**config.mk**
```make
export PLATFORM = sky130hd
export DESIGN_NAME = calendar_date_offset_top
export DESIGN_NICKNAME = d
export VERILOG_FILES = /design/src/hdl/cdo_pkg.sv /design/src/hdl/calendar_date_offset_top.sv
export SDC_FILE = /design/constraint.sdc
export NUM_CORES = 1
export LEC_CHECK = 0
export BUFFER_PORTS_ARGS = -buffer_cell sky130_fd_sc_hd__buf_2
export CAP_MARGIN = 5
export CORE_MARGIN = 4
export CORE_UTILIZATION = 52
export CTS_CLUSTER_SIZE = 16
export DETAILED_ROUTE_END_ITERATION = 10
export GPL_TIMING_DRIVEN = 0
export PLACE_DENSITY_LB_ADDON = 0.05
export SLEW_MARGIN = 20
export SYNTH_ARGS = -nofsm -noshare
export SYNTH_HDL_FRONTEND = slang
export SYNTH_SLANG_ARGS = --single-unit
```
**constraint.sdc**
```tcl
create_clock -name clk -period 10.9 [get_ports clk]
set_input_delay 0.545 -clock clk [delete_from_list [all_inputs] [get_ports clk]]
set_output_delay 0.545 -clock clk [all_outputs]
set_load 0.05 [all_outputs]
```
**src/hdl/cdo_pkg.sv**
```systemverilog
// ---------------------------------------------------------------------------
// cdo_pkg
// widths, calendar constants and month length helpers for the date offset block
// ---------------------------------------------------------------------------
package cdo_pkg;

    localparam int YEAR_W   = 12;
    localparam int MONTH_W  = 4;
    localparam int DAY_W    = 5;
    localparam int OFFSET_W = 18;
    localparam int SERIAL_W = 17;
    localparam int ACC_W    = 19;
    localparam int YIDX_W   = 8;

    localparam logic [YEAR_W-1:0]   FIRST_YEAR = 12'd1900;
    localparam logic [YEAR_W-1:0]   LAST_YEAR  = 12'd2099;
    localparam logic [SERIAL_W-1:0] SPAN_DAYS  = 17'd73049;
    localparam logic [MONTH_W-1:0]  LAST_MONTH = 4'd12;

    localparam logic signed [ACC_W-1:0] ACC_SPAN     = 19'sd73049;
    localparam logic signed [ACC_W-1:0] ACC_YEAR     = 19'sd365;
    localparam logic signed [ACC_W-1:0] ACC_LEAP     = 19'sd366;
    localparam logic signed [ACC_W-1:0] ACC_ONE      = 19'sd1;

    // year index counts from the first year; inside the span every fourth
    // year is leap except the first one (2000 is leap, 2100 lies outside)
    function automatic logic is_leap_idx(input logic [YIDX_W-1:0] idx);
        logic leap;
        leap = (idx[1:0] == 2'b00) && (idx != '0);
        return leap;
    endfunction

    function automatic logic [DAY_W-1:0] month_days(input logic leap,
                                                     input logic [MONTH_W-1:0] m);
        logic [DAY_W-1:0] n;
        case (m)
            4'd1, 4'd3, 4'd5, 4'd7, 4'd8, 4'd10, 4'd12: n = 5'd31;
            4'd4, 4'd6, 4'd9, 4'd11:                     n = 5'd30;
            4'd2:                                        n = leap ? 5'd29 : 5'd28;
            default:                                     n = 5'd0;
        endcase
        return n;
    endfunction

endpackage

```
**src/hdl/calendar_date_offset_top.sv**
```systemverilog
// ---------------------------------------------------------------------------
// calendar_date_offset_top
// date to serial day count, signed day offset with wrap, serial back to date
// ---------------------------------------------------------------------------
// the result waits on the year and month walks over one shared 19-bit adder
// (up to 199 years and 11 months each way)
// throughput: one transaction at a time, next accepted the cycle after the
// result moves to the output register
// reset: asynchronous active low, clears sequencer and output valid only
module calendar_date_offset_top (
    input  logic                              clk,
    input  logic                              rst_n,
    input  logic                              req_valid,
    output logic                              req_stall,
    input  logic [cdo_pkg::YEAR_W-1:0]        in_year,
    input  logic [cdo_pkg::MONTH_W-1:0]       in_month,
    input  logic [cdo_pkg::DAY_W-1:0]         in_day,
    input  logic signed [cdo_pkg::OFFSET_W-1:0] offset_days,
    output logic                              rsp_valid,
    input  logic                              rsp_stall,
    output logic                              date_was_valid,
    output logic [cdo_pkg::SERIAL_W-1:0]      start_serial,
    output logic [cdo_pkg::SERIAL_W-1:0]      result_serial,
    output logic [cdo_pkg::YEAR_W-1:0]        out_year,
    output logic [cdo_pkg::MONTH_W-1:0]       out_month,
    output logic [cdo_pkg::DAY_W-1:0]         out_day
);
    import cdo_pkg::*;

    typedef enum logic [8:0] {
        ST_IDLE = 9'b000000001,
        ST_YACC = 9'b000000010,
        ST_MACC = 9'b000000100,
        ST_DACC = 9'b000001000,
        ST_OFFS = 9'b000010000,
        ST_WRAP = 9'b000100000,
        ST_YSUB = 9'b001000000,
        ST_MSUB = 9'b010000000,
        ST_DONE = 9'b100000000
    } state_t;

    state_t                      state_reg, state_next;
    logic signed [ACC_W-1:0]     acc_reg, acc_next;
    logic [YIDX_W-1:0]           cnt_reg, cnt_next;
    logic [MONTH_W-1:0]          mcnt_reg, mcnt_next;
    logic [YIDX_W-1:0]           ytgt_reg;
    logic [MONTH_W-1:0]          mtgt_reg;
    logic [DAY_W-1:0]            dofs_reg;
    logic signed [OFFSET_W-1:0]  off_reg;
    logic                        ok_reg;
    logic [SERIAL_W-1:0]         start_reg, start_next;
    logic [SERIAL_W-1:0]         res_reg, res_next;
    logic                        rsp_valid_reg;

    logic                        req_fire;
    logic                        rsp_fire;
    logic                        out_load;
    logic [YEAR_W-1:0]           year_off;
    logic                        in_leap;
    logic                        date_ok;
    logic                        cnt_leap;
    logic                        tgt_leap;
    logic [DAY_W-1:0]            dim;
    logic signed [ACC_W-1:0]     dim_ext;
    logic signed [ACC_W-1:0]     opnd;
    logic signed [ACC_W-1:0]     acc_sum;

    assign req_stall = (state_reg != ST_IDLE);
    assign req_fire  = req_valid && !req_stall;
    assign rsp_fire  = rsp_valid_reg && !rsp_stall;
    assign out_load  = (state_reg == ST_DONE) && (!rsp_valid_reg || !rsp_stall);

    // input date check
    assign year_off = in_year - FIRST_YEAR;
    assign in_leap  = is_leap_idx(year_off[YIDX_W-1:0]);
    assign date_ok  = (in_year >= FIRST_YEAR) && (in_year <= LAST_YEAR) &&
                      (in_month != '0) && (in_month <= LAST_MONTH) &&
                      (in_day != '0) && (in_day <= month_days(in_leap, in_month));

    // shared adder and its operand select
    assign cnt_leap = is_leap_idx(cnt_reg);
    assign tgt_leap = is_leap_idx(ytgt_reg);
    assign dim      = month_days((state_reg == ST_MACC) ? tgt_leap : cnt_leap, mcnt_reg);
    assign dim_ext  = signed'({{(ACC_W-DAY_W){1'b0}}, dim});
    assign acc_sum  = acc_reg + opnd;

    always_comb
    begin
        state_next = state_reg;
        acc_next   = acc_reg;
        cnt_next   = cnt_reg;
        mcnt_next  = mcnt_reg;
        start_next = start_reg;
        res_next   = res_reg;
        opnd       = '0;
        case (state_reg)
            ST_IDLE:
            begin
                if (req_fire)
                begin
                    acc_next   = '0;
                    cnt_next   = '0;
                    mcnt_next  = MONTH_W'(1);
                    state_next = ST_YACC;
                end
            end
            ST_YACC:
            begin
                opnd = cnt_leap ? ACC_LEAP : ACC_YEAR;
                if (cnt_reg < ytgt_reg)
                begin
                    acc_next = acc_sum;
                    cnt_next = cnt_reg + YIDX_W'(1);
                end
                else
                begin
                    state_next = ST_MACC;
                end
            end
            ST_MACC:
            begin
                opnd = dim_ext;
                if (mcnt_reg < mtgt_reg)
                begin
                    acc_next  = acc_sum;
                    mcnt_next = mcnt_reg + MONTH_W'(1);
                end
                else
                begin
                    state_next = ST_DACC;
                end
            end
            ST_DACC:
            begin
                opnd       = signed'({{(ACC_W-DAY_W){1'b0}}, dofs_reg});
                acc_next   = acc_sum;
                state_next = ST_OFFS;
            end
            ST_OFFS:
            begin
                opnd       = ACC_W'(off_reg);
                start_next = acc_reg[SERIAL_W-1:0];
                acc_next   = acc_sum;
                state_next = ST_WRAP;
            end
            ST_WRAP:
            begin
                if (acc_reg[ACC_W-1])
                begin
                    opnd     = ACC_SPAN;
                    acc_next = acc_sum;
                end
                else if (acc_reg >= ACC_SPAN)
                begin
                    opnd     = -ACC_SPAN;
                    acc_next = acc_sum;
                end
                else
                begin
                    opnd       = ACC_ONE;
                    res_next   = acc_reg[SERIAL_W-1:0];
                    acc_next   = acc_sum;
                    cnt_next   = '0;
                    state_next = ST_YSUB;
                end
            end
            ST_YSUB:
            begin
                opnd = cnt_leap ? -ACC_LEAP : -ACC_YEAR;
                if ((acc_reg > ACC_YEAR) && (!cnt_leap || (acc_reg > ACC_LEAP)))
                begin
                    acc_next = acc_sum;
                    cnt_next = cnt_reg + YIDX_W'(1);
                end
                else
                begin
                    mcnt_next  = MONTH_W'(1);
                    state_next = ST_MSUB;
                end
            end
            ST_MSUB:
            begin
                opnd = -dim_ext;
                if ((mcnt_reg < LAST_MONTH) && (acc_reg > dim_ext))
                begin
                    acc_next  = acc_sum;
                    mcnt_next = mcnt_reg + MONTH_W'(1);
                end
                else
                begin
                    state_next = ST_DONE;
                end
            end
            ST_DONE:
            begin
                if (out_load)
                begin
                    state_next = ST_IDLE;
                end
            end
            default:
            begin
                state_next = ST_IDLE;
            end
        endcase
    end

    always_ff @(posedge clk or negedge rst_n)
    begin
        if (!rst_n)
        begin
            state_reg     <= ST_IDLE;
            rsp_valid_reg <= 1'b0;
        end
        else
        begin
            state_reg <= state_next;
            if (out_load)
            begin
                rsp_valid_reg <= 1'b1;
            end
            else if (rsp_fire)
            begin
                rsp_valid_reg <= 1'b0;
            end
        end
    end

    always_ff @(posedge clk)
    begin
        acc_reg   <= acc_next;
        cnt_reg   <= cnt_next;
        mcnt_reg  <= mcnt_next;
        start_reg <= start_next;
        res_reg   <= res_next;
        if (req_fire)
        begin
            ok_reg   <= date_ok;
            ytgt_reg <= date_ok ? year_off[YIDX_W-1:0] : '0;
            mtgt_reg <= date_ok ? in_month : MONTH_W'(1);
            dofs_reg <= date_ok ? (in_day - DAY_W'(1)) : '0;
            off_reg  <= offset_days;
        end
        if (out_load)
        begin
            date_was_valid <= ok_reg;
            start_serial   <= start_reg;
            result_serial  <= res_reg;
            out_year       <= FIRST_YEAR + {{(YEAR_W-YIDX_W){1'b0}}, cnt_reg};
            out_month      <= mcnt_reg;
            out_day        <= acc_reg[DAY_W-1:0];
        end
    end

    assign rsp_valid = rsp_valid_reg;

endmodule

```
; ---- Word-level counts from Yosys, hierarchy flattened
; Cells that the tools add are included.
[word_totals]
ff_bits = 167
input_bits = 43
output_inout_bits = 58
[classes]
n_addsub = 7
order_cmp = 11
eq_ne = 46
n_mux = 38
n_bitwise = 2
reduce_logical = 41
[op_table]
columns = cell, n
row1 = 19-bit two-way mux, 7
row2 = 19-bit case mux with 7 select lines, 1
row3 = 19-bit case mux with 6 select lines, 1
row4 = 9-bit case mux with 9 select lines, 1
row5 = 9-bit two-way mux, 8
row6 = "4-bit equality test, second input constant", 10
row7 = 8-bit two-way mux, 5
row8 = "19-bit by 10-bit > comparator with 1-bit output, second input constant", 2
row9 = "4-bit by 3-bit equality test with 1-bit output, second input constant", 8
row10 = 8-bit case mux with 4 select lines, 1
row11 = 5-bit case mux with 3 select lines, 2
row12 = 8-bit nonzero test, 3
row13 = "2-bit != test, second input constant", 11
row14 = 19-bit adder, 1
row15 = "19-bit by 18-bit greater-or-equal comparator with 1-bit output, second input constant", 1
row16 = 19-bit by 6-bit > comparator with 1-bit output, 1
row17 = 5-bit negator with 19-bit output, 1
row18 = "4-bit by 2-bit equality test with 1-bit output, second input constant", 4
row19 = 4-bit two-way mux, 4
row20 = 4-bit case mux with 4 select lines, 1
row21 = 7-bit OR reduction, 2
row22 = 1-bit logical AND, 13
row23 = "11-bit by 8-bit adder with 12-bit output, first input constant", 1
row24 = "12-bit by 11-bit greater-or-equal comparator with 1-bit output, second input constant", 1
row25 = other kinds (38), 55

; ---- Depth between registers and ports, before layout
; Gate-level depths: netlist of the first run.
[logic_depth]
ltp_word = 10
mapped_depth = 18
mapped_depth_nobuf = 18

; ---- Worst setup path after synthesis of the first run
; Ideal clock, no wire load.
[synth_timing]
path_kind = register to register
from = reg state_reg[8]
to = reg acc_reg[0] (enable)
arrival_time_ns = 4.270
required_time_ns = 10.456
setup_slack_ns = 6.186
path_stages_with_launch = 14
n_path_buf = 0
cell_sequence = dfrtp_1 nor4_1 nand2_1 nor4b_4 mux2i_1 a21oi_1 inv_1 ha_1 nand3_1 o31ai_1 a21oi_1 o21ai_0 nand2_1 nor4bb_1
[synth_between]
elab_chain_cells = 8
word_cells_on_any_way = 24
classes_between = order compare: 1 / eq/ne: 14 / mux: 3 / reduce/logical: 6
[synth_rtl]
columns = element, line_no
row1 = "start, declared", calendar_date_offset_top.sv:42  ; state_t state_reg, state_next;
row2 = "start signal, assigned", calendar_date_offset_top.sv:217  ; state_reg <= state_next;
row3 = 9-bit by 3-bit equality test with 1-bit output, "calendar_date_offset_top.sv:83, calendar_date_offset_top.sv:96"
row4 = 1-bit two-way mux, calendar_date_offset_top.sv:83  ; assign dim = month_days((state_reg == ST_MACC) ? tgt_leap : cnt_leap, mcnt_reg);
row5 = 1-bit two-way mux, cdo_pkg.sv:39  ; 4'd2: n = leap ? 5'd29 : 5'd28;
row6 = 5-bit case mux with 3 select lines, cdo_pkg.sv:36  ; case (m)
row7 = 19-bit by 6-bit > comparator with 1-bit output, calendar_date_offset_top.sv:184  ; if ((mcnt_reg < LAST_MONTH) && (acc_reg > dim_ext))
row8 = 1-bit logical AND, calendar_date_offset_top.sv:184
row9 = 2-bit != test (no line), --
row10 = 6-bit AND reduction (no line) *, --
row11 = "end signal, assigned", calendar_date_offset_top.sv:231  ; acc_reg <= acc_next;
row12 = "end, declared", calendar_date_offset_top.sv:43  ; logic signed [ACC_W-1:0] acc_reg, acc_next;
; Every way passes the cells marked *; elsewhere a longest branch is shown, timed or not.
; A chain may end at the register's enable or synchronous reset.

; ---- Worst setup path in the final report of the first run
[layout_timing]
from = reg state_reg[3]
to = reg acc_reg[12], data pin
[layout_between]
elab_chain_cells = 9
word_cells_on_any_way = 20
classes_between = add/sub: 2 / eq/ne: 8 / mux: 9 / reduce/logical: 1
[layout_rtl]
columns = element, line_no
row1 = 9-bit by 3-bit equality test with 1-bit output, "calendar_date_offset_top.sv:83, calendar_date_offset_top.sv:96"
row2 = 1-bit two-way mux, calendar_date_offset_top.sv:83
row3 = 1-bit two-way mux, cdo_pkg.sv:39
row4 = 5-bit case mux with 3 select lines, cdo_pkg.sv:36
row5 = 5-bit negator with 19-bit output, calendar_date_offset_top.sv:183  ; opnd = -dim_ext;
row6 = 19-bit case mux with 7 select lines, calendar_date_offset_top.sv:96  ; case (state_reg)
row7 = 19-bit adder, calendar_date_offset_top.sv:85  ; assign acc_sum = acc_reg + opnd;
row8 = 19-bit two-way mux (on tied branches), --
row9 = 19-bit case mux with 6 select lines *, calendar_date_offset_top.sv:96
; Every way passes the cells marked *; elsewhere a longest branch is shown, timed or not. The select of a mux whose other input is x is not followed.

==> results of run 1 <==
==> power by group through the flow <==
stage	registers [mW]	logic (mW)	clock network (mW)
floorplan	0.966	0.528	0
global placement	1.02	0.657	0
detailed placement	1.02	0.717	0
CTS	1.01	0.721	0.599
global route	1.03	0.820	0.626
finish	1.01	0.723	0.588
==> per-layer routing <==
| metal | share of wire (%) | routed length, microns |
|---|---|---|
| met1 | 47 | 8150 |
| met2 | 46 | 7840 |
| met3 | 5.2 | 896 |
| met4 | 1.8 | 302 |
| met5 | 0 | 0 |
==> synthesized netlist by cell type (2+ instances only) <==
| cell type | count |
|---|---|
| a41oi_1 | 2 |
| edfxtp_1 | 157 |
| and2_1 | 10 |
| a2111oi_0 | 2 |
| a31oi_1 | 3 |
| nand2_1 | 49 |
| nor3b_1 | 8 |
| buf_2 | 6 |
| a221o_1 | 4 |
| and3_1 | 8 |
| nand4b_1 | 3 |
| xor2_1 | 18 |
| a21oi_1 | 30 |
| a211oi_1 | 7 |
| o211ai_1 | 4 |
| or3_1 | 5 |
| clkbuf_1 | 9 |
| xnor2_1 | 11 |
| or2_2 | 6 |
| nor2_1 | 46 |
| and4_1 | 5 |
| nand4_1 | 6 |
| or4_1 | 4 |
| nor2b_1 | 11 |
| nand2b_1 | 9 |
| ha_1 | 53 |
| mux2i_1 | 2 |
| o21a_1 | 5 |
| nor3_1 | 28 |
| nand3_1 | 15 |
| nor4_1 | 5 |
| o21ai_0 | 33 |
| dfrtp_1 | 9 |
| a221oi_1 | 5 |
| inv_1 | 37 |
| and4b_1 | 3 |
| a21o_1 | 21 |
| o31ai_1 | 4 |
| a211o_1 | 2 |
==> cell families after synthesis <==
group | Yosys count | synth area share [%]
adders and majority gates | 54 | 8.20
buffers and inverters | 54 | 2.66
DFF | 167 | 59.6
and+or+nand+nor | 229 | 14.8
muxes | 2 | 0.240
AOI/OAI and AO/OA | 139 | 11.5
xor gates and xnor gates | 29 | 3.05
==> cell type report <==
class | count | area, sq um
clock buffers | 17 | 425
fillers | 1301 | 5910
plain buffers | 17 | 83.8
clock inverters | 15 | 160
repair buffers | 109 | 624
well taps | 216 | 270
multi-input cells | 453 | 3190
inverters | 37 | 139
flip-flops and latches | 167 | 4970
==> final timing paths <==
kind,endpoint,slack (ps),depth (start not counted)
max in group asynchronous,state_reg[0]$_DFFE_PN1P_,10110,2
worst min register to register,result_serial[0]$_DFFE_PP_,420,0
worst min-delay path,off_reg[9]$_DFFE_PP_,290,1
worst max register to register,acc_reg[12]$_SDFFCE_PN0P_,5600,17
min in group asynchronous,state_reg[3]$_DFFE_PN0P_,520,2
worst max-delay path,acc_reg[12]$_SDFFCE_PN0P_,5600,17
==> repair_timing <==
item | CTS | global route
hold buffers | 1 | 0
endpoints found under the hold margin | 9 | 0
setup buffers | 0 | 0
==> flow_summary.json, run 1 <==
{
  "status": "completed",
  "pre_cts_ws_ps": 5720,
  "clockBufferDepth": 2,
  "holdWs_ps": 291,
  "grtUsageMet3_pct": 3.54,
  "die_y_microns": 135,
  "ys_ff_latch": 167,
  "ant_nets": 0,
  "layout.nets": 899,
  "timing.fmax_mhz": 189,
  "place_inst": 998,
  "cp_cell_sequence": "nor4_1, nand2_1, nor4b_4, mux2i_1, a21oi_1, ha_1, a21o_1, a222oi_1, o21a_1, nand3_1, fa_1, a21o_1, a221oi_1, o31ai_1, a41oi_1, xor2_1, nor2_1",
  "final_util_pct": 62.5,
  "gp_congestion": 0.931,
  "crit_arrival_ps": 5490,
  "required_ps": 11080,
  "grt_pass1_vias": 5613,
  "crit_buf_inv": 0,
  "final_area_sq_um": 9860,
  "layout_setup_ws_ps": 5600,
  "synth_edf_count": 157,
  "dr_total_vias": 5735,
  "syn_nets": 771,
  "p_sw_mw": 0.835,
  "power_leakage_nw": 4.02,
  "crit_slowest_cell": "nor4b_4",
  "p_total_mw": 2.32,
  "hold_start": "offset_days[9]",
  "hp-class": "input pin to register",
  "start_kind": "register",
  "largest_reg_flops": 19,
  "yosysWarnings": 0,
  "clk-insertion-delay-late_ps": 430,
  "setup_viol": 0,
  "finalCritPeriodShare_pct": 48.7,
  "clkSlewWorstSetupHoldPaths_ps": 70,
  "end_kind": "register",
  "numPortBuffers": 100,
  "wirelength_microns": 17200,
  "synth_async_sr_flop_share_pct": 5.99,
  "power-per-cell-area_nw_per_um2": 236,
  "max_slew.worst_pin.slew_ps": 758,
  "finalSetupTns_ps": 0,
  "met1_usage_pct": 28.5,
  "finalHoldViolCount": 0,
  "die_width_microns": 135,
  "row_count": 46,
  "path_common_cell": "a21o_1",
  "crit_type": "register to register",
  "crit_family": "compound AO/OA/AOI/OAI gates",
  "path_max_fanout": 7,
  "skew_ps": 10.7,
  "mostFrequentLayoutCells": "edfxtp_1, buf_2, ha_1",
  "via_per_inst": 5.56,
  "io_pins": 101,
  "p_comb_share_pct": 31.1,
  "synth-seq-area-share_pct": 59.6,
  "p_seq_share_pct": 43.5,
  "synth.area.top_cells": "edfxtp_1, ha_1, dfrtp_1",
  "syn2layout_area_growth_pct": 18.2,
  "clock_sinks": 167,
  "diodes": 0,
  "initial_core_util_pct": 52.9,
  "synth_cell_types": 68,
  "fp.coreArea_sq_um": 15800,
  "gr-usage-met2_pct": 31.0,
  "ctsResizeCount": 0,
  "syn_area_per_cell_sq_um": 12.4,
  "grt_pass1_wl_microns": 28400,
  "synth_ff_type": "edfxtp_1",
  "slew_viol_final": 0,
  "cts_tree": "yes",
  "drc_errors": 0,
  "overflow": 0,
  "cts.root.buffer_cell": "clkbuf_16",
  "netlist_area_sq_um": 8340,
  "max_stage_delay_ps": 480,
  "r2r-start": "state_reg[3]$_DFFE_PN0P_",
  "h-tree-depth": 4,
  "grt_antenna_before_repair": 0,
  "first_pass_iters": 5,
  "cts_buffers": 17,
  "fin_crit_ps": 5300,
  "critPathLaunch": "state_reg[3]$_DFFE_PN0P_",
  "slew_headroom_pct": 49.5,
  "grtUsageTotal_pct": 19.9,
  "rsz0062_at_grt": "no",
  "synth_top_area_share_pct": 56.6,
  "grt_start_max_net_pins": 28,
  "final_cells": 1031,
  "cap_violations": 0,
  "dp_hpwl_microns": 13100,
  "wl_per_cell_microns": 16.7,
  "top_usage_layer": "met2",
  "dieArea_sq_um": 18100,
  "drive_gt1_share_pct": 20.2,
  "synth_top_area_cell": "edfxtp_1",
  "irDropWorstVdd_v": 0.000128,
  "final_common_cell": "edfxtp_1",
  "place_area_sq_um": 9260,
  "pwr-share-clk_pct": 25.3,
  "p_int_mw": 1.49,
  "syn_inst": 674,
  "p_sw_share_pct": 36.0,
  "drt_iter0_markers": 304
}
No activity file was read; power rests on OpenSTA's default activity.
==> run 2, diff against run 1 <==
ABC_AREA = 1   (was default)
clock period = 4.7 ns   (was 10.9 ns; I/O delays follow)
==> flow_summary.json, run 2 <==
{
  "irDropWorstVdd_v": 0.000331,
  "drive_gt1_share_pct": 21.3,
  "row_count": 46,
  "cts.root.buffer_cell": "clkbuf_16",
  "p_int_mw": 3.40,
  "fp.coreArea_sq_um": 16100,
  "yosysWarnings": 0,
  "pwr-share-clk_pct": 24.6,
  "timing.fmax_mhz": 237,
  "synth_async_sr_flop_share_pct": 5.99,
  "skew_ps": 10.8,
  "synth-seq-area-share_pct": 57.5,
  "ys_top_cells_by_count": "edfxtp_1, nand2_1, inv_1",
  "yosysMostFrequentCell": "edfxtp_1",
  "dp_hpwl_microns": 13700,
  "slew_headroom_pct": 45.9,
  "setup_viol": 0,
  "crit_type": "register to register",
  "cts_tree": "yes",
  "syn2layout_area_growth_pct": 19.0,
  "p_sw_share_pct": 38.9,
  "dieArea_sq_um": 18700,
  "p_sw_mw": 2.16,
  "hp-class": "input pin to register",
  "wirelength_microns": 17600,
  "wl_per_cell_microns": 14.9,
  "grt_start_max_net_pins": 31,
  "place_area_sq_um": 9480,
  "slew_viol_final": 0,
  "rsz0062_at_grt": "no",
  "grt_pass1_vias": 5860,
  "fillCellCount": 1270,
  "fin_crit_ps": 4220,
  "final_cells": 1185,
  "holdWs_ps": 65.4,
  "layout.nets": 1053,
  "clock_sinks": 167,
  "end_kind": "register",
  "cap_violations": 0,
  "finalHoldViolCount": 0,
  "clk-insertion-delay-late_ps": 430,
  "grt_antenna_before_repair": 0,
  "required_ps": 4890,
  "r2r-end": "acc_reg[14]$_SDFFCE_PN0P_",
  "clockBufferDepth": 2,
  "dr_total_vias": 6147,
  "io_pins": 101,
  "drt_iter0_markers": 411,
  "first_pass_iters": 5,
  "p_comb_share_pct": 33.0,
  "ant_nets": 0,
  "finalCritPeriodShare_pct": 89.8,
  "synth_top_area_share_pct": 54.6,
  "diodes": 0,
  "synth.area.top_cells": "edfxtp_1, ha_1, nand2_1",
  "die_width_microns": 137,
  "power-per-cell-area_nw_per_um2": 542,
  "p_total_mw": 5.56,
  "final_area_sq_um": 10300,
  "cts_buffers": 17,
  "overflow": 0,
  "syn_nets": 911,
  "start_kind": "register",
  "via_per_inst": 5.19,
  "synth_ff_type": "edfxtp_1",
  "numPortBuffers": 100,
  "clkSlewWorstSetupHoldPaths_ps": 70,
  "r2r_cells": 20,
  "grt_pass1_wl_microns": 28900,
  "synth_cell_types": 45,
  "ys_ff_latch": 167,
  "holdPathEnd": "rsp_valid$_DFFE_PN0P_",
  "r2r_setup_slack_ps": 480,
  "drc_errors": 0,
  "final_common_cell": "edfxtp_1",
  "r2r-start": "cnt_reg[2]$_SDFFCE_PN0P_",
  "die_y_microns": 137,
  "max_slew.worst_pin.slew_ps": 810,
  "layout_setup_ws_ps": 481,
  "netlist_area_sq_um": 8630,
  "pre_cts_ws_ps": 548,
  "status": "completed",
  "synth_edf_count": 157,
  "power_leakage_nw": 4.47,
  "mostFrequentLayoutCells": "edfxtp_1, nand2_1, inv_1",
  "initial_core_util_pct": 53.7,
  "syn_inst": 814,
  "gp_congestion": 0.886,
  "place_inst": 1134,
  "min_path_cells": 3,
  "largest_reg_flops": 19,
  "crit_arrival_ps": 4410,
  "grtUsageTotal_pct": 20.0,
  "hold_start": "rsp_stall",
  "p_seq_share_pct": 42.4,
  "h-tree-depth": 4,
  "synth_top_area_cell": "edfxtp_1",
  "syn_area_per_cell_sq_um": 10.6,
  "path_max_fanout": 5
}
==> run 2: cell types whose count changed after synthesis, moves of 11 or more <==
cell,before,now
nand2_1,49,143
inv_1,37,111
nand3_1,15,53
nor2_1,46,79
a21o_1,21,2
nor3_1,28,10
nor2_4,0,12
a21oi_2,1,12
nor2b_1,11,0
==> run 2: metrics by stage <==
step	util, %	TNS, ps
6_report	64.0	0
5_1_grt	64.0	0
4_1_cts	64.0	0
3_5_place_dp	59.0	0
3_3_place_gp	58.5	-8680
2_1_floorplan	-	0
==> run 2: repair_timing <==
| action | 4_1_cts | 5_1_grt |
|---|---|---|
| hold buffers | 19 | 0 |
| endpoints found under the hold margin | 28 | 0 |
| setup buffers | 0 | 0 |
| resized for setup | 0 | 0 |
==> run 2: critical path, stage by stage, from the launching register on <==
cell and delay (ps):
edfxtp_1 490, inv_1 170, ha_1 170, nand3_1 80
o21ai_0 440, a21oi_1 140, nand2_1 90, nand2_1 90
inv_1 70, ha_1 210, a21oi_1 150, o2111ai_1 200
fa_1 510, nand3_1 120, nand3_1 120, a21oi_1 220
inv_1 110, nand2_1 70, nand2_1 140, a21oi_1 310
a21oi_2 90
==> run 2: power by group through the flow <==
stage          logic [mW]  registers, mW  clock network (mW)
5_1_grt              2.10           2.40                1.47
3_5_place_dp         1.82           2.39                   0
4_1_cts              1.85           2.36                1.39
2_1_floorplan        1.39           2.26                   0
6_report             1.84           2.36                1.37
3_3_place_gp         1.71           2.39                   0
==> run 2: metal layers <==
layer  track usage, %  vias to the layer above  routed length [microns]
li1                 -                     3089                        -
met1             28.8                     2858                     8360
met2             30.6                      170                     8020
met3             3.35                       30                      879
met4             7.43                        0                      339
met5                0                        -                        0
==> run 2: final cells by class <==
class	instances	area, sq um	share of cell area, %
buffer	4	41.3	0.402
clock buffer	17	425	4.14
clock inverter	15	174	1.69
inverter	119	452	4.40
multi-input combinational	524	3200	31.1
sequential	167	4970	48.4
tap	216	270	2.63
timing repair buffer	123	746	7.26
==> run 2: worst max-delay path by stage <==
stage                                            to                     start  slack (ps)  cells after the start
final                     acc_reg[14]$_SDFFCE_PN0P_  cnt_reg[2]$_SDFFCE_PN0P_         480                     20
after global routing      acc_reg[14]$_SDFFCE_PN0P_  cnt_reg[2]$_SDFFCE_PN0P_          80                     20
after CTS                 acc_reg[14]$_SDFFCE_PN0P_  cnt_reg[2]$_SDFFCE_PN0P_         520                     20
after detailed placement  acc_reg[14]$_SDFFCE_PN0P_  cnt_reg[2]$_SDFFCE_PN0P_         550                     20
after global placement    acc_reg[13]$_SDFFCE_PN0P_  cnt_reg[2]$_SDFFCE_PN0P_        -460                     17
after floorplan            acc_reg[0]$_SDFFCE_PN0P_  cnt_reg[2]$_SDFFCE_PN0P_         890                     17
==> run 2: cell families (layout without fill, tap and decap cells) <==
family	after synthesis	in the layout	share of synthesized area [%]
and+or+nand+nor	340	340	18.7
DFF	167	167	57.5
buffers and inverters	123	278	5.71
AOI/OAI and AO/OA	110	110	8.08
xor gates and xnor gates	20	20	2.03
adders and majority gates	54	54	7.92
